==> src/teach_playback_sequencer_assert.svh <==
// Assertion macros shared by the sequencer RTL. They compile to nothing in synthesis.
`ifndef TEACH_PLAYBACK_SEQUENCER_ASSERT_SVH
`define TEACH_PLAYBACK_SEQUENCER_ASSERT_SVH

`ifndef SYNTHESIS
`define TPS_ASSERT_IMP(name, ante, cons) \
    name: assert property (@(posedge aclk) disable iff (!aresetn) (ante) |-> (cons)) \
        else $error("sequencer assertion failed");
`define TPS_ASSERT_NXT(name, ante, cons) \
    name: assert property (@(posedge aclk) disable iff (!aresetn) (ante) |=> (cons)) \
        else $error("sequencer assertion failed");
`else
`define TPS_ASSERT_IMP(name, ante, cons)
`define TPS_ASSERT_NXT(name, ante, cons)
`endif

`endif

==> src/tps_pkg.sv <==
`timescale 1ns / 1ps

package tps_pkg;

    typedef enum logic [1:0] {
        MODE_PROG = 2'd0,
        MODE_TEST = 2'd1,
        MODE_RUN  = 2'd2,
        MODE_STOP = 2'd3
    } mode_t;

    localparam int unsigned NUM_BTN   = 5;
    localparam int unsigned BTN_STOP  = 0;
    localparam int unsigned BTN_RUN   = 1;
    localparam int unsigned BTN_RESET = 2;
    localparam int unsigned BTN_SET   = 3;
    localparam int unsigned BTN_TEST  = 4;

    localparam logic [15:0] STEP_PERIOD_RESET = 16'd2000;

    // 90/255 reduces to 6/17; 3856/65536 approximates 1/17 closely enough to floor
    // exactly for every product up to 6*255.
    localparam logic [10:0] SCALE_MUL = 11'd6;
    localparam logic [22:0] RECIP_17  = 23'd3856;

    typedef struct packed {
        logic wr_en;
        logic rd_en;
        logic load_scaled;
    } tps_act_t;

    function automatic logic [6:0] scale_encoder(input logic [7:0] raw);
        logic [10:0] x;
        logic [22:0] p;
        x = 11'(raw) * SCALE_MUL;
        p = 23'(x) * RECIP_17;
        return p[22:16];
    endfunction

endpackage

==> src/tps_ram.sv <==
`timescale 1ns / 1ps

module tps_ram #(
    parameter int WIDTH = 7,
    parameter int DEPTH = 16
) (
    input  logic                                      aclk,
    input  logic                                      we,
    input  logic [((DEPTH > 1) ? $clog2(DEPTH) : 1)-1:0] waddr,
    input  logic [WIDTH-1:0]                          wdata,
    input  logic                                      re,
    input  logic [((DEPTH > 1) ? $clog2(DEPTH) : 1)-1:0] raddr,
    output logic [WIDTH-1:0]                          rdata
);

    logic [WIDTH-1:0] mem [DEPTH];

    always_ff @(posedge aclk) begin
        if (we) begin
            mem[waddr] <= wdata;
        end
        if (re) begin
            rdata <= mem[raddr];
        end
    end

endmodule

==> src/tps_ctrl.sv <==
`timescale 1ns / 1ps

module tps_ctrl import tps_pkg::*; #(
    parameter int SEQ_DEPTH = 16,
    parameter int IDX_W     = 4,
    parameter int CNT_W     = 5
) (
    input  logic               aclk,
    input  logic               aresetn,
    input  logic               adv,
    input  logic [NUM_BTN-1:0] btn,
    input  logic [15:0]        step_period,
    output mode_t              mode_reg,
    output logic [IDX_W-1:0]   index_reg,
    output logic [CNT_W-1:0]   length_reg,
    output tps_act_t           act,
    output logic [IDX_W-1:0]   wr_addr,
    output logic [IDX_W-1:0]   rd_addr
);

    mode_t              mode_next;
    logic [IDX_W-1:0]   index_next;
    logic [CNT_W-1:0]   length_next;
    logic [15:0]        tick_reg;
    logic [15:0]        tick_next;
    logic [15:0]        tick_inc;
    logic [NUM_BTN-1:0] prev_reg;
    logic [NUM_BTN-1:0] rise;
    logic [CNT_W-1:0]   idx_inc;
    logic [IDX_W-1:0]   idx_last;
    logic               seq_empty;

    assign rise      = btn & ~prev_reg;
    assign tick_inc  = tick_reg + 16'd1;
    assign idx_inc   = CNT_W'(index_reg) + CNT_W'(1);
    assign seq_empty = (length_reg == '0);
    assign idx_last  = seq_empty ? '0 : IDX_W'(length_reg - CNT_W'(1));
    assign wr_addr   = length_reg[IDX_W-1:0];
    assign rd_addr   = index_next;

    always_comb begin
        mode_next   = mode_reg;
        index_next  = index_reg;
        length_next = length_reg;
        tick_next   = tick_reg;
        act         = '0;
        priority if (rise[BTN_RESET]) begin
            mode_next   = MODE_PROG;
            length_next = '0;
            index_next  = '0;
            tick_next   = '0;
        end else if (rise[BTN_STOP]) begin
            mode_next = MODE_STOP;
        end else if (rise[BTN_RUN] && !seq_empty) begin
            mode_next = MODE_RUN;
            tick_next = '0;
        end else if (rise[BTN_TEST] && !seq_empty) begin
            mode_next  = MODE_TEST;
            index_next = '0;
            tick_next  = '0;
        end else begin
            unique case (mode_reg)
                MODE_PROG: begin
                    act.load_scaled = 1'b1;
                    if (rise[BTN_SET] && (length_reg < CNT_W'(SEQ_DEPTH))) begin
                        act.wr_en   = 1'b1;
                        length_next = length_reg + CNT_W'(1);
                    end
                end
                MODE_TEST, MODE_RUN: begin
                    act.rd_en = 1'b1;
                    if (tick_inc >= step_period) begin
                        tick_next = '0;
                        if (idx_inc >= length_reg) begin
                            // Test playback holds on the last entry, run playback wraps.
                            index_next = (mode_reg == MODE_TEST) ? idx_last : '0;
                        end else begin
                            index_next = idx_inc[IDX_W-1:0];
                        end
                    end else begin
                        tick_next = tick_inc;
                    end
                end
                MODE_STOP: begin
                end
            endcase
        end
    end

    always_ff @(posedge aclk) begin
        if (!aresetn) begin
            mode_reg   <= MODE_PROG;
            index_reg  <= '0;
            length_reg <= '0;
            tick_reg   <= '0;
            prev_reg   <= '0;
        end else if (adv) begin
            mode_reg   <= mode_next;
            index_reg  <= index_next;
            length_reg <= length_next;
            tick_reg   <= tick_next;
            prev_reg   <= btn;
        end
    end

endmodule

==> src/teach_playback_sequencer.sv <==
`timescale 1ns / 1ps
// Teach-and-playback sequencer, one input beat per millisecond tick.
// The s_ channel carries five button levels and the raw encoder reading; the
// m_ channel returns one result beat per tick: mode, playback index, number of
// stored entries and the shown value (0..90). Both channels are valid/ready.
// step_period is written through cfg_wr_en/cfg_wr_data; the user must write it only
// while the block is idle, which the block itself does not enforce. An accepted
// s_ beat passes the input register, then the control logic into the state/result
// registers and the registered read of the sequence store, which form its m_ beat.
// Throughput is one beat per cycle; the input register and the result
// register form a two-stage pipeline that moves whenever the result slot is
// free or being emptied.
// When the receiver stalls, the result beat holds and one further s_ beat is
// taken into the input register before s_ready falls.
// After reset the block is in programming mode with an empty sequence, the
// shown value is zero and step_period is 2000. The store needs no clearing:
// only entries below the stored count are ever read.
module teach_playback_sequencer import tps_pkg::*; #(
    parameter int SEQ_DEPTH = 16
) (
    input  logic                                              aclk,
    input  logic                                              aresetn,
    input  logic                                              s_valid,
    output logic                                              s_ready,
    input  logic                                              s_stop_btn,
    input  logic                                              s_run_btn,
    input  logic                                              s_reset_btn,
    input  logic                                              s_set_btn,
    input  logic                                              s_test_btn,
    input  logic [7:0]                                        s_encoder_value,
    output logic                                              m_valid,
    input  logic                                              m_ready,
    output logic [1:0]                                        m_mode,
    output logic [((SEQ_DEPTH > 1) ? $clog2(SEQ_DEPTH) : 1)-1:0] m_step_index,
    output logic [$clog2(SEQ_DEPTH + 1)-1:0]                  m_step_count,
    output logic [6:0]                                        m_shown_value,
    input  logic                                              cfg_wr_en,
    input  logic [15:0]                                       cfg_wr_data
);

`include "teach_playback_sequencer_assert.svh"

    localparam int IDX_W = (SEQ_DEPTH > 1) ? $clog2(SEQ_DEPTH) : 1;
    localparam int CNT_W = $clog2(SEQ_DEPTH + 1);

    logic [15:0]        step_period_reg;
    logic               in_valid_reg;
    logic [NUM_BTN-1:0] btn_reg;
    logic [7:0]         enc_reg;
    logic               out_valid_reg;
    logic               adv;
    logic [6:0]         scaled;
    logic [6:0]         value_reg;
    logic [6:0]         value_next;
    logic               vsrc_reg;
    logic               vsrc_next;
    logic [6:0]         ram_rdata;
    mode_t              mode_reg;
    logic [IDX_W-1:0]   index_reg;
    logic [CNT_W-1:0]   length_reg;
    tps_act_t           act;
    logic [IDX_W-1:0]   wr_addr;
    logic [IDX_W-1:0]   rd_addr;

    // The pipeline moves when the input register holds a beat and the result slot is empty or its beat is being taken.
    assign adv     = in_valid_reg && (!out_valid_reg || m_ready);
    assign s_ready = !in_valid_reg || adv;
    assign scaled  = scale_encoder(enc_reg);

    always_ff @(posedge aclk) begin
        if (!aresetn) begin
            step_period_reg <= STEP_PERIOD_RESET;
        end else if (cfg_wr_en) begin
            step_period_reg <= cfg_wr_data;
        end
    end

    always_ff @(posedge aclk) begin
        if (!aresetn) begin
            in_valid_reg <= 1'b0;
        end else if (s_ready) begin
            in_valid_reg <= s_valid;
        end
    end

    always_ff @(posedge aclk) begin
        if (s_ready && s_valid) begin
            btn_reg <= {s_test_btn, s_set_btn, s_reset_btn, s_run_btn, s_stop_btn};
            enc_reg <= s_encoder_value;
        end
    end

    always_ff @(posedge aclk) begin
        if (!aresetn) begin
            out_valid_reg <= 1'b0;
        end else if (adv) begin
            out_valid_reg <= 1'b1;
        end else if (m_ready) begin
            out_valid_reg <= 1'b0;
        end
    end

    tps_ctrl #(
        .SEQ_DEPTH (SEQ_DEPTH),
        .IDX_W     (IDX_W),
        .CNT_W     (CNT_W)
    ) u_ctrl (
        .aclk        (aclk),
        .aresetn     (aresetn),
        .adv         (adv),
        .btn         (btn_reg),
        .step_period (step_period_reg),
        .mode_reg    (mode_reg),
        .index_reg   (index_reg),
        .length_reg  (length_reg),
        .act         (act),
        .wr_addr     (wr_addr),
        .rd_addr     (rd_addr)
    );

    tps_ram #(
        .WIDTH (7),
        .DEPTH (SEQ_DEPTH)
    ) u_store (
        .aclk  (aclk),
        .we    (adv && act.wr_en),
        .waddr (wr_addr),
        .wdata (scaled),
        .re    (adv && act.rd_en),
        .raddr (rd_addr),
        .rdata (ram_rdata)
    );

    // The shown value lives either in value_reg or, after a playback read, in the
    // store's read register, which holds until the next read.
    always_comb begin
        value_next = value_reg;
        vsrc_next  = vsrc_reg;
        if (act.load_scaled) begin
            value_next = scaled;
            vsrc_next  = 1'b0;
        end else if (act.rd_en) begin
            vsrc_next = 1'b1;
        end
    end

    always_ff @(posedge aclk) begin
        if (!aresetn) begin
            value_reg <= '0;
            vsrc_reg  <= 1'b0;
        end else if (adv) begin
            value_reg <= value_next;
            vsrc_reg  <= vsrc_next;
        end
    end

    assign m_valid       = out_valid_reg;
    assign m_mode        = mode_reg;
    assign m_step_index  = index_reg;
    assign m_step_count  = length_reg;
    assign m_shown_value = vsrc_reg ? ram_rdata : value_reg;

    `TPS_ASSERT_IMP(a_index_in_seq, (mode_reg == MODE_TEST) || (mode_reg == MODE_RUN), CNT_W'(index_reg) < length_reg)
    `TPS_ASSERT_IMP(a_count_bound, 1'b1, length_reg <= CNT_W'(SEQ_DEPTH))
    `TPS_ASSERT_NXT(a_adv_gives_beat, adv, m_valid)
    `TPS_ASSERT_IMP(a_one_store_port, adv, !(act.wr_en && act.rd_en))

endmodule

==> config.mk <==
export PLATFORM = sky130hd
export DESIGN_NAME = teach_playback_sequencer
export DESIGN_NICKNAME = d
export VERILOG_FILES = /design/src/tps_pkg.sv /design/src/tps_ram.sv /design/src/tps_ctrl.sv /design/src/teach_playback_sequencer.sv
export VERILOG_INCLUDE_DIRS = /design/src /design/src/src
export SDC_FILE = /design/constraint.sdc
export NUM_CORES = 1
export LEC_CHECK = 0
export BUFFER_PORTS_ARGS = -buffer_cell sky130_fd_sc_hd__buf_4
export CAP_MARGIN = 20
export CORE_MARGIN = 2
export CORE_UTILIZATION = 58
export CTS_BUF_LIST = sky130_fd_sc_hd__clkbuf_2 sky130_fd_sc_hd__clkbuf_4 sky130_fd_sc_hd__clkbuf_8
export DETAILED_ROUTE_END_ITERATION = 8
export MAX_ROUTING_LAYER = met4
export PLACE_DENSITY = 0.85
export SLEW_MARGIN = 20
export SYNTH_ARGS = -nofsm -noshare
export SYNTH_HDL_FRONTEND = slang
export SYNTH_HIERARCHICAL = 1
export SYNTH_SLANG_ARGS = --single-unit
==> constraint.sdc <==
create_clock -name aclk -period 5.7 [get_ports aclk]
set_input_delay 0.57 -clock aclk [delete_from_list [all_inputs] [get_ports aclk]]
set_output_delay 0.57 -clock aclk [all_outputs]
set_load 0.01 [all_outputs]
# After elaboration in Yosys (flattened, before gate mapping)
# Memories as Yosys holds them, arrays and structs flattened. A register that Yosys moved wholly into a read port is not among the register bits.
# Index checks and enable logic that the tools add are counted.
# W data, S select, Z words.
# totals
mem_count	1
word_cells	95
output_inout_bits	20
ram_bits	112
regBits	71
in_bits	34
# memory_table
name	depth	word_bits	rd	rd_ports_with_merged_regs	wr	line_no	source
u_store.mem	16	7	1	1	1	tps_ram.sv:16	logic [WIDTH-1:0] mem [DEPTH];
# op_classes
order_cmp	3
mux	40
n_mul	2
n_addsub	4
reduce_logical	26
bitwise	2
n_eq_ne	5
# op_table
cell	count
$mux W16	6
$mux W4	9
$mux W5	6
$mul A10 B8 Y18 const B	1
$add A16 B1 Y16 const B	1
$ge A16 B16 Y1	1
$mux W3	4
$mul A8 B2 Y10 const B	1
$mux W1	10
$mux W2	4
$reduce_bool A2 Y1	4
$reduce_bool A4 Y1	2
$logic_and A1 B1 Y1	7
$mux W7	1
$ne A2 B1 Y1 const B	3
$reduce_and A2 Y1	3
$reduce_and A6 Y1	1
$add A4 B1 Y5 const B	1
$add A5 B1 Y5 const B	1
$and A5 B5 Y5	1
$ge A5 B5 Y1	1
$logic_not A5 Y1	1
$lt A5 B5 Y1 const B	1
$not A5 Y5	1
other kinds (8)	11

# Logic depth before layout (Yosys ltp)
# logic_depth
ltp_word	12
mapped_depth	22
ltp_nobuf	22

# By module
# Netlist, hierarchy kept.
# by_module_without_submodules
mod	area_per_inst_um2	n_inst	cells_each	seq_area_each_um2
tps_ram	4600.7	1	203	3573.4
teach_playback_sequencer	3056.7	1	298	910.9
tps_ctrl	2466.1	1	296	640.6

# Worst setup path before layout
# No wires, ideal clock.
# synth_path
path_type	reg-to-reg
startpoint	register enc_reg[1]
endpoint	memory u_store.mem[0][6], data pin
slack_ns	-0.633
setup_ns	0.419
n_path_buf	0
required_ns	5.281
path_stages_with_launch	21
period_less_slack_ns	6.333
t_arrival_ns	5.914
cell_sequence	edfxtp_1 ha_1 fa_1 a21o_1 a21oi_1 o21bai_1 a21o_1 xor2_1 inv_1 ha_1 inv_1 fa_1 inv_1 ha_1 ha_1 ha_1 a21oi_1 nand3_1 o211ai_1 nand2_1 o311ai_0
# synth_between
elab_chain_cells	2
# synth_lines
element	line_no	source
start, declared	teach_playback_sequencer.sv:49	logic [7:0] enc_reg;
start signal, assigned	teach_playback_sequencer.sv:89	enc_reg <= s_encoder_value;
$mul A8 B2 Y10	tps_pkg.sv:35	x = 11'(raw) * SCALE_MUL;
$mul A10 B8 Y18	tps_pkg.sv:36	p = 23'(x) * RECIP_17;
net scaled[6]	teach_playback_sequencer.sv:52	logic [6:0] scaled;
end, declared	tps_ram.sv:16	
# The timed path passes the listed nets, and every way through them passes these cells.

# Worst setup path in the final report
# layout_path
startpoint	register u_ctrl.tick_reg[0]
endpoint	register u_store.rdata[0], read port of u_store.mem, data pin
# layout_between
elab_chain_cells	8
# layout_lines
element	line_no	source
start, declared	tps_ctrl.sv:24	logic [15:0] tick_reg;
start signal, assigned	tps_ctrl.sv:101	tick_reg <= tick_next;
$add A16 B1 Y16	tps_ctrl.sv:34	assign tick_inc = tick_reg + 16'd1;
$ge A16 B16 Y1	tps_ctrl.sv:72	if (tick_inc >= step_period) begin
$mux W4	tps_ctrl.sv:72	
$mux W4	tps_ctrl.sv:62	unique case (mode_reg)
$mux W4	tps_ctrl.sv:57	end else if (rise[BTN_TEST] && !seq_empty) begin
$mux W4	tps_ctrl.sv:54	end else if (rise[BTN_RUN] && !seq_empty) begin
$mux W4	tps_ctrl.sv:52	end else if (rise[BTN_STOP]) begin
$mux W4	tps_ctrl.sv:47	priority if (rise[BTN_RESET]) begin
net rd_addr[0]	teach_playback_sequencer.sv:63	logic [IDX_W-1:0] rd_addr;
end, declared	tps_ram.sv:13	output logic [WIDTH-1:0] rdata
# The timed path passes the listed nets, and every way through them passes these cells.
# A chain may end at the register's enable or synchronous reset.

==> flow_metrics.tcl <==
set metrics [dict create \
    row_count 48 \
    seq_area_frac_synth_pct 50.6 \
    hp-class "in2reg" \
    outcome "finished clean" \
    wl_per_cell_microns 18.9 \
    ioPinCount 54 \
    drt_iter0_markers 483 \
    ys_types 70 \
    gp_congestion 0.892 \
    cts_hold_buf 0 \
    cts.sinks 190 \
    grt_max_degree 38 \
    leakage_uw 0.00458 \
    dp_cells 1069 \
    die_h_microns 136 \
    tritoncts "built" \
    diodes 0 \
    final_core_util_pct 66.4 \
    crit_path_end_kind "flop" \
    slew_headroom_pct 24.5 \
    grt_pass1_wl_microns 33000 \
    die_w_microns 136 \
    syn_inst 797 \
    dp_worst_setup_slack_ps -245 \
    cts-buffers-inserted 17 \
    skew_ps 15.9 \
    yosys_warnings 6 \
    drtAntennaViolNets 0 \
    area_delta_synth_final_pct 12.6 \
    synth_seq_cells 190 \
    ctsHtreeMaxLevel 4 \
    first_pass_iters 5 \
    finalCriticalPeriod_ps 5410 \
    final_cells 1102 \
    antenna_found_initial 0 \
    synth-main-ff-cell "edfxtp_1" \
    drv_cap 0 \
    worst_slew_pin_slew_ps 1120 \
    setup_tns_ps 0 \
    fillers 1229 \
    start_util_pct 58.9 \
    synth.avg_cell_area_sq_um 12.7 \
    die_area_sq_um 18500 \
    routed_via_density 6.00 \
    syn-num-nets 922 \
    vias 6617 \
    dp_hpwl_microns 14900 \
    drv_slew 0 \
    stdcell_area_sq_um 11400 \
    rsz0062_at_grt "false" \
    grt_overflow 0 \
    crit_type "reg2reg" \
    cts_max_path_buffers 2 \
    drc 0 \
    grt_pass1_vias 6624 \
    setup_viol 0 \
    clk-insertion-delay-late_ps 470 \
    required_ps 5920 \
    layout-drive-gt1-share_pct 17.8 \
    arrival_ps 5630 \
    placed_cell_area_sq_um 10800 \
    port_buffers 53 \
    async_flop_share_pct 0 \
    root_buffer "clkbuf_8" \
    track_usage_pct 24.2 \
    wl_microns 20800 \
    setup_ws_ps 287 \
    synth_edf_count 132 \
    largest_reg_flops 112 \
    core_sq_um 17200 \
    powerDensity_nw_per_um2 570 \
    nNetsFinal 989 \
    ir_worst_vdd_uv 763 \
    clkTransAtPathRegs_ps 100 \
    start_kind "flop" \
    syn_area_sq_um 10100 \
    max_freq_ghz 0.185 \
    path_max_fanout 28 \
    fin_crit_sh_pct 95.0 \
    hold_violations 0 \
]
area by class of cell:
cell class	instances	area, sq um	area share [%]
Multi-Input combinational cell	511	4670	41.0
Tap cell	225	282	2.47
Inverter	66	248	2.17
Timing Repair Buffer	78	623	5.47
Sequential cell	190	5120	45.0
Clock inverter	15	220	1.93
Clock buffer	17	234	2.05
metal layers:
layer	wire [microns]	up-vias	GRT usage, %
li1	-	3092	-
met1	8460	3244	30.1
met2	10700	242	39.6
met3	1170	39	4.51
met4	486	0	9.14
met5	0	-	-
through the flow:
stage / power [uW] / hold slack [ps]
global placement: 5090 / 454
CTS: 6250 / 232
floorplan: 4130 / 421
detailed placement: 5260 / 454
finish: 6490 / 271
global route: 6880 / 223
cells in the final DEF (no fill, tap or decap), types with 18 or more instances in the layout:
master,synthesis,routed
xnor2_1,21,20
mux2i_1,27,27
nor2_1,43,42
nand2_1,45,44
nor2b_1,23,23
inv_1,66,66
buf_4,4,75
nand3_1,18,18
ha_1,76,76
dfxtp_1,58,58
edfxtp_1,132,132
where the power goes:
| group | switching (uW) | internal [uW] | leakage [uW] |
|---|---|---|---|
| Sequential | 21.5 | 2480 | 0.00167 |
| Combinational | 1990 | 1040 | 0.00268 |
| Clock | 507 | 456 | 0.000225 |
path summary, 6_finish.rpt:
kind	startpoint	to	slack [ps]	cells past startpoint
hold / removal	s_encoder_value[1]	enc_reg[1]	270	1
hold reg to reg	u_ctrl/tick_reg[15]	u_ctrl/tick_reg[15]	480	1
setup / recovery	u_ctrl/tick_reg[0]	u_store/rdata[0]	290	17
setup reg to reg	u_ctrl/tick_reg[0]	u_store/rdata[0]	290	17
timing repair:
item	in CTS	in global routing
buffers inserted	0	1
hold endpoints to repair	0	0
pin swaps	0	1
cloned	0	0
endpoints found under the setup margin	32	70
resized for setup	2	15
cell usage after synthesis, types with 5 or more instances:
master,number,area [sq um]
edfxtp_1,132,3960
ha_1,76,951
inv_1,66,248
dfxtp_1,58,1160
nand2_1,45,169
nor2_1,43,161
mux2i_1,27,270
nor2b_1,23,144
xnor2_1,21,184
a21oi_1,20,100
nand3_1,18,90.1
mux4_1,17,447
nor3_1,16,80.1
clkbuf_1,15,56.3
fa_1,15,300
a22oi_1,14,105
a22o_1,12,105
o21ai_0,12,60.1
xor2_1,12,105
and3_1,11,68.8
mux4_2,11,248
nand2b_1,10,62.6
or3_1,8,50.1
and2_1,7,43.8
mux2_2,7,78.8
a21o_1,6,45.0
nand4_1,6,37.5
o211ai_1,6,45.0
o21a_1,6,45.0
a221o_1,5,50.1
critical path, cell delays in order (launching register included):
cell and delay (ps):
dfxtp_1 420, ha_1 260, and3_1 220, nand3_1 160, or2_2 420, o21ai_1 210, nand2_1 90, ha_1 290
nand4_1 120, or3_1 420, or4_1 640, a31oi_4 270, nand2_2 180, o2bb2ai_4 200, buf_12 240, mux4_1 600
a22oi_2 280, nand2_1 120
cells by family after synthesis:
group	Yosys count	share of synthesized area, %
XOR/XNOR	33	2.86
multiplexers	63	10.4
adder cells (fa/ha/maj)	91	12.4
flip-flops	190	50.6
buffers and inverters	96	4.36
AND/OR/NAND/NOR	207	10.8
AO/OA/AOI/OAI	117	8.61
(Power assumes the default switching activity.)
